`src/ntt_pkg.sv`:
```
// shared constants, types and twiddle table for the mod-p transform
`default_nettype none
package ntt_pkg;

   localparam int MAX_LEN     = 64;
   localparam int LOG_MAX     = $clog2(MAX_LEN);
   localparam int STAGE_W     = $clog2(LOG_MAX + 1);
   localparam int CFG_LEN_W   = 3;
   localparam int COEF_W      = 30;
   localparam int QUEUE_DEPTH = 4;
   localparam int QPTR_W      = $clog2(QUEUE_DEPTH);

   localparam logic [63:0] P_WIDE  = 64'd998244353;
   localparam logic [63:0] ROOT    = 64'd3;
   localparam logic [COEF_W-1:0] P_MOD = COEF_W'(P_WIDE);
   // barrett factor floor(2^60 / p)
   localparam logic [63:0] MU_WIDE = (64'd1 << 60) / P_WIDE;
   localparam logic [30:0] MU      = MU_WIDE[30:0];

   localparam logic [0:0] REG_LENGTH_LOG   = 1'd0;
   localparam logic [0:0] REG_INVERSE_MODE = 1'd1;

   typedef logic [COEF_W-1:0] twiddle_table_type [MAX_LEN];

   typedef struct packed {
      logic [LOG_MAX-1:0] addr;
      logic [COEF_W-1:0]  coef;
      logic               last;
      logic [STAGE_W-1:0] lg;
      logic               inv;
   } entry_type;

   typedef struct packed {
      logic      valid;
      entry_type entry;
   } head_type;

   typedef enum logic [3:0] {
      B_IDLE, B_RD, B_MUL, B_BQ, B_BQP, B_BR1, B_BR2, B_WS, B_WD, B_OUT
   } state_type;

   function automatic twiddle_table_type build_twiddles();
      twiddle_table_type t;
      logic [63:0] g;
      logic [63:0] b;
      logic [63:0] e;
      logic [63:0] acc;
      g = 64'd1;
      b = ROOT;
      e = (P_WIDE - 64'd1) / MAX_LEN;
      for (int j = 0; j < 64; j++) begin
         if (e[j]) begin
            g = (g * b) % P_WIDE;
         end
         b = (b * b) % P_WIDE;
      end
      acc = 64'd1;
      for (int i = 0; i < MAX_LEN; i++) begin
         t[i] = COEF_W'(acc);
         acc  = (acc * g) % P_WIDE;
      end
      return t;
   endfunction

   localparam twiddle_table_type TWIDDLE = build_twiddles();

endpackage
`default_nettype wire

```
`src/ntt_front.sv`:
```
// input side: reduce, bit-reverse addressing and a short queue to the back end
`default_nettype none
module ntt_front import ntt_pkg::*; (
   input  wire logic                 clock,
   input  wire logic                 reset,
   input  wire logic                 req_tvalid,
   output logic                      req_tready,
   input  wire logic [31:0]          req_tdata,
   input  wire logic                 csr_we,
   input  wire logic [0:0]           csr_addr,
   input  wire logic [CFG_LEN_W-1:0] csr_wdata,
   output head_type                  head,
   input  wire logic                 pop
);
   logic [CFG_LEN_W-1:0] len_ff, len_in;
   logic                 inv_ff, inv_in;
   logic [LOG_MAX-1:0]   cnt_ff, cnt_in;
   entry_type            q_ff [QUEUE_DEPTH];
   logic [QPTR_W-1:0]    wr_ff, wr_in, rd_ff, rd_in;
   logic [QPTR_W:0]      fill_ff, fill_in;

   logic [STAGE_W-1:0] lg;
   logic [LOG_MAX:0]   n_w;
   logic [LOG_MAX-1:0] nm1, pos, rev;
   logic [COEF_W-1:0]  c;
   logic               push;
   entry_type          new_entry;

   always_comb begin
      lg  = (STAGE_W'(len_ff) > STAGE_W'(LOG_MAX)) ? STAGE_W'(LOG_MAX) : STAGE_W'(len_ff);
      n_w = (LOG_MAX + 1)'(1) << lg;
      nm1 = LOG_MAX'(n_w - (LOG_MAX + 1)'(1));
      pos = (inv_ff && cnt_ff != '0) ? LOG_MAX'(n_w - {1'b0, cnt_ff}) : cnt_ff;
      for (int i = 0; i < LOG_MAX; i++) begin
         rev[i] = pos[LOG_MAX-1-i];
      end
      c = (req_tdata[COEF_W-1:0] >= P_MOD) ? req_tdata[COEF_W-1:0] - P_MOD
                                           : req_tdata[COEF_W-1:0];
      new_entry.addr = rev >> (STAGE_W'(LOG_MAX) - lg);
      new_entry.coef = c;
      new_entry.last = (cnt_ff == nm1);
      new_entry.lg   = lg;
      new_entry.inv  = inv_ff;
   end

   assign req_tready = (fill_ff != (QPTR_W + 1)'(QUEUE_DEPTH));
   assign push       = req_tvalid && req_tready;
   assign head.valid = (fill_ff != '0);
   assign head.entry = q_ff[rd_ff];

   always_comb begin
      len_in  = len_ff;
      inv_in  = inv_ff;
      cnt_in  = cnt_ff;
      if (push) begin
         cnt_in = new_entry.last ? '0 : cnt_ff + LOG_MAX'(1);
      end
      if (csr_we) begin
         cnt_in = '0;
         case (csr_addr)
            REG_LENGTH_LOG:   len_in = csr_wdata;
            REG_INVERSE_MODE: inv_in = csr_wdata[0];
            default:          ;
         endcase
      end
      wr_in   = push ? wr_ff + QPTR_W'(1) : wr_ff;
      rd_in   = (pop && head.valid) ? rd_ff + QPTR_W'(1) : rd_ff;
      fill_in = fill_ff + (QPTR_W + 1)'(push) - (QPTR_W + 1)'(pop && head.valid);
   end

   always_ff @(posedge clock) begin
      if (reset) begin
         len_ff  <= CFG_LEN_W'(6);
         inv_ff  <= 1'b0;
         cnt_ff  <= '0;
         wr_ff   <= '0;
         rd_ff   <= '0;
         fill_ff <= '0;
      end else begin
         len_ff  <= len_in;
         inv_ff  <= inv_in;
         cnt_ff  <= cnt_in;
         wr_ff   <= wr_in;
         rd_ff   <= rd_in;
         fill_ff <= fill_in;
      end
      if (push) begin
         q_ff[wr_ff] <= new_entry;
      end
   end
endmodule
`default_nettype wire

```
`config.mk`:
```
export PLATFORM = sky130hd
export DESIGN_NAME = ntt_front
export DESIGN_NICKNAME = d
export VERILOG_FILES = /design/src/ntt_pkg.sv /design/src/ntt_front.sv
export SDC_FILE = /design/constraint.sdc
export NUM_CORES = 1
export LEC_CHECK = 0
export BUFFER_PORTS_ARGS = -buffer_cell sky130_fd_sc_hd__buf_2
export CAP_MARGIN = 10
export CORE_UTILIZATION = 35
export DETAILED_ROUTE_END_ITERATION = 10
export REMOVE_ABC_BUFFERS = 1
export SETUP_SLACK_MARGIN = 0.2
export SYNTH_ARGS = -nofsm -noshare
export SYNTH_HDL_FRONTEND = slang
export SYNTH_SLANG_ARGS = --single-unit
```
`constraint.sdc`:
```
create_clock -name clock -period 3.3 [get_ports clock]
set_input_delay 0 -clock clock [delete_from_list [all_inputs] [get_ports clock]]
set_output_delay 0 -clock clock [all_outputs]
set_load 0.01 [all_outputs]
```
* Word-level counts from Yosys, hierarchy flattened
Memory sizes are Yosys's and may differ from the RTL's. A register that Yosys moved wholly into a read port is not among the register bits. Cells that the tools add are included.
Cells by class: add/subtract/negate cells 9, order comparisons 2, eq/ne operators 2, shift operators 2, mux-type cells 8, bitwise operators 1, reduce and logical (&&, ||, !) cells 8
Operators with widths (count):
- $ge 30x30->1 const B | 1
- $mux 30 | 1
- $sub 30x30->30 const B | 1
- $mux 6 | 2
- $add 6x1->6 const B | 1
- $eq 6x6->1 | 1
- $reduce_bool 6->1 | 1
- $shl 1x3->6 const A | 1
- $shr 6x3->6 | 1
- $sub 6x1->6 const B | 1
- $sub 6x6->6 | 1
- $add 2x1->2 const B | 2
- $mux 2 | 2
- $reduce_and 2->1 | 2
- $add 3x1->3 | 1
- $gt 3x3->1 const B | 1
- $logic_and 1x1->1 | 3
- $mux 3 | 1
- $ne 3x3->1 const B | 1
- $reduce_bool 3->1 | 1
- $sub 3x1->3 | 1
- $sub 3x3->3 const A | 1
- $mux 1 | 2
- $reduce_or 2->1 | 1
- $not 1->1 | 1
Storage, ports and cells: register bits after elaboration 17, bits in writable memories 164, bits of input ports 41, output and inout port bits 43, logic and storage cells 39, memories 1
Memories:
- q_ff | depth 4, bits a word 41, rd ports 1, clocked after memory_dff 1, wr ports 1, line ntt_front.sv:18 | entry_type q_ff [QUEUE_DEPTH];

* Logic depth before layout (Yosys ltp)
word-level depth 6, depth in mapped cells 13, gate-level depth less buffers 12

* Worst setup path before layout
No wires, ideal clock.
kind register -> register, start reg len_ff[2], end mem q_ff[0][35] in the netlist's numbering, data pin, setup time 0.265 ns, arrival 2.643 ns, data required time 3.035 ns, setup slack 0.391 ns, cell stages (with the launch flop) 13, clock period less this slack 2.909 ns, cell sequence dfxtp_1 buf_2 clkbuf_1 or3_1 ha_1 inv_1 fa_1 nand2b_1 a311o_1 o211ai_1 nand4_1 and3_1 o211a_1
RTL lines:
- start, declared | line ntt_front.sv:15 | logic [CFG_LEN_W-1:0] len_ff, len_in;
- start signal, assigned | line ntt_front.sv:80 | len_ff <= len_in;
- end, declared | line ntt_front.sv:18

==> results.yml <==
die:
  rows: 55
  die_area_um2: 24000
  io_pins: 84
  die_h_um: 155
  start_util: 0.359
  core-area_um2: 22800
  die_w_um: 155
placed_design:
  dp_cells: 903
  place_congestion: 0.843
  hpwlAfterDp_um: 11300
  portBuffers: 81
  dpl_cell_area_um2: 9020
critical_path:
  crit_type: "flip-flop to flip-flop"
  end_kind: "flip-flop"
  required_ns: 3.67
  path_max_fanout: 19
  cp-start-kind: "flip-flop"
  arrival_ns: 3.31
cts:
  tritoncts: "done"
  cts_buffers: 17
  max-clock-path-buffers: 2
  cts.clk_slew.worst_paths_ns: 0.07
  cts-root-buf: "clkbuf_16"
  ctsResizeCount: 0
  clk_latency_ns: 0.43
  htreeDepth: 4
  cts.sinks: 183
finish:
  drive_gt1_frac: 0.298
  area_growth_pct: 21.3
  design_area_um2: 9930
  final_nets: 699
  final_cells: 968
  nFillCells: 2047
  diodes: 0
yosys:
  async_flop_share: 0
  syn_area_um2: 8190
  yosys.area.top_type_share: 0.602
  synth.area.top_cells: "edfxtp_1, mux4_2, dfxtp_1"
  ys_ff_latch: 183
  yosys.area.top_type: "edfxtp_1"
  synth_edf_count: 164
  ys.flop_type: "edfxtp_1"
  syn_avg_cell_area_um2: 15.8
  yosysSeqAreaShare: 0.648
  ys_types: 65
  postSynthCellCount: 517
  yosysWarnings: 0
min_path:
  min_path_type: "input port to flip-flop"
sta:
  hold_slack_ns: 0.0230
  tightest_slew_ns: 0.797
  final.setup.tns_ns: 0
  relSlewSlack: 0.468
  finalSetupViolCount: 0
  finalHoldViolCount: 0
  period_minus_slack_ns: 2.94
  rsz0062_at_grt: "no"
  slew_violations: 0
  fmax_mhz: 340
  layout_worst_path_cycle_share: 0.891
  fin_skew_ns: 0.00989
global_routing:
  grt_antenna_before_repair: 0
  grt-ovfl-total: 0
  grt_first_pass_wirelength_um: 26200
  grt_pass1_vias: 4870
  grt_max_degree: 29
  grt_util_all_layers: 0.145
run:
  cap_violations: 0
drt:
  drt-vias-per-instance: 4.96
  first_pass_iters: 4
  postRouteAntennaNets: 0
  wire_per_inst_um: 17.2
  drtIter0Drc: 309
  routed_wl_um: 16700
  vias: 4806
  drc: 0
run_status:
  status: "complete, no violations"
power_and_ir_drop:
  p_per_area_nw_per_um2: 645
  power.leakage_nw: 3.40
  peakVddDrop_v: 0.000338
-- flip-flops by register name, indices dropped and copies added, names as in the netlist, named ones only --
| register | flops |
|---|---|
| cnt_ff | 6 |
| fill_ff | 3 |
| inv_ff | 1 |
| len_ff | 3 |
| q_ff | 164 |
| rd_ff | 2 |
| wr_ff | 2 |
-- Yosys cell counts, types with 5 or more instances --
cell	instances
inv_1	20
o21ai_0	10
nand2_1	31
mux4_2	41
xor2_1	8
xnor2_1	26
nor2_1	32
mux2i_1	5
and3_1	8
buf_1	10
edfxtp_1	164
nand2b_1	5
nand3_1	13
clkbuf_1	7
dfxtp_1	19
and2_1	7
ha_1	14
nor2b_1	6
a21oi_1	10
or3_1	5
buf_2	5
-- layout make-up --
| cell class | instances | area [um^2] | area share |
|---|---|---|---|
| Sequential cell | 183 | 5310 | 0.534 |
| Inverter | 20 | 75.1 | 0.00756 |
| Clock buffer | 18 | 429 | 0.0432 |
| Timing Repair Buffer | 129 | 861 | 0.0867 |
| Clock inverter | 14 | 155 | 0.0156 |
| Multi-Input combinational cell | 291 | 2710 | 0.273 |
| Tap cell | 313 | 392 | 0.0394 |
-- report_power, final --
part,switching (mW),leakage [nW],internal (mW)
registers,0.140,1.67,2.80
clock network,0.920,0.287,1.07
logic,0.743,1.45,0.722
-- worst max-delay path: stages (launching register included) --
cell and delay, ns:
dfxtp_1 0.41, buf_4 0.26, inv_1 0.18, and3_1 0.20, o311ai_0 0.34, a221oi_1 0.16
buf_4 0.19, or3_1 0.34, a211oi_1 0.20, dlygate4sd3_1 0.59
-- stage by stage --
| step | total power [mW] | worst slack, ns | util |
|---|---|---|---|
| after floorplan | 3.88 | 0.489 | - |
| after global placement | 4.43 | 0.609 | 0.396 |
| after detailed placement | 4.47 | 0.570 | 0.396 |
| after CTS | 6.50 | 0.407 | 0.436 |
| after global routing | 6.71 | 0.204 | 0.436 |
| final | 6.40 | 0.360 | 0.436 |
-- final timing paths --
| kind | slack [ns] | cells past startpoint | startpoint | endpoint |
|---|---|---|---|---|
| worst min register to register | 0.50 | 2 | wr_ff[1]$_SDFFE_PP0P_ | wr_ff[1]$_SDFFE_PP0P_ |
| worst max register to register | 0.36 | 9 | len_ff[1]$_SDFFE_PP1P_ | cnt_ff[0]$_SDFFE_PP0P_ |
| worst max-delay path | 0.36 | 9 | len_ff[1]$_SDFFE_PP1P_ | cnt_ff[0]$_SDFFE_PP0P_ |
| worst min-delay path | 0.02 | 2 | req_tdata[3] | q_ff[3][8]$_DFFE_PP_ |
-- layer usage --
layer | global-route usage | up-vias | part of all wire
met4 | 0.0481 | 0 | 0.012
li1 | - | 2252 | -
met1 | 0.187 | 2412 | 0.45
met3 | 0.0306 | 13 | 0.043
met2 | 0.244 | 129 | 0.50
met5 | 0 | - | 0
-- cell families after synthesis --
logic type | count (synthesis) | synth area share
AOI/OAI and AO/OA | 51 | 0.0462
xor gates and xnor gates | 34 | 0.0364
adders and majority gates | 16 | 0.0263
DFF | 183 | 0.648
and+or+nand+nor | 142 | 0.100
buffers and inverters | 43 | 0.0214
muxes | 48 | 0.122
-- cells in the final DEF (no fill, tap or decap), drive strengths merged, types with 4 or more instances in the layout --
master	instances
buf	96
nor3	6
xnor2	26
nand3	15
xor2	8
nand4	4
a211o	4
or4	4
or3	5
nor2b	6
o21ai	10
a31oi	4
nand2	31
mux2i	5
and2	7
edfxtp	164
nand3b	4
nor4	4
and3	8
dlygate4sd3	33
clkbuf	18
ha	14
inv	27
dfxtp	19
a21oi	11
clkinv	6
mux4	41
nand2b	5
nor2	32
-- timing repair --
item / in CTS / in global routing
buffers inserted: 0 / 0
hold endpoints to repair: 97 / 0
hold buffers: 33 / 0
No activity file was read; power rests on OpenSTA's default activity.
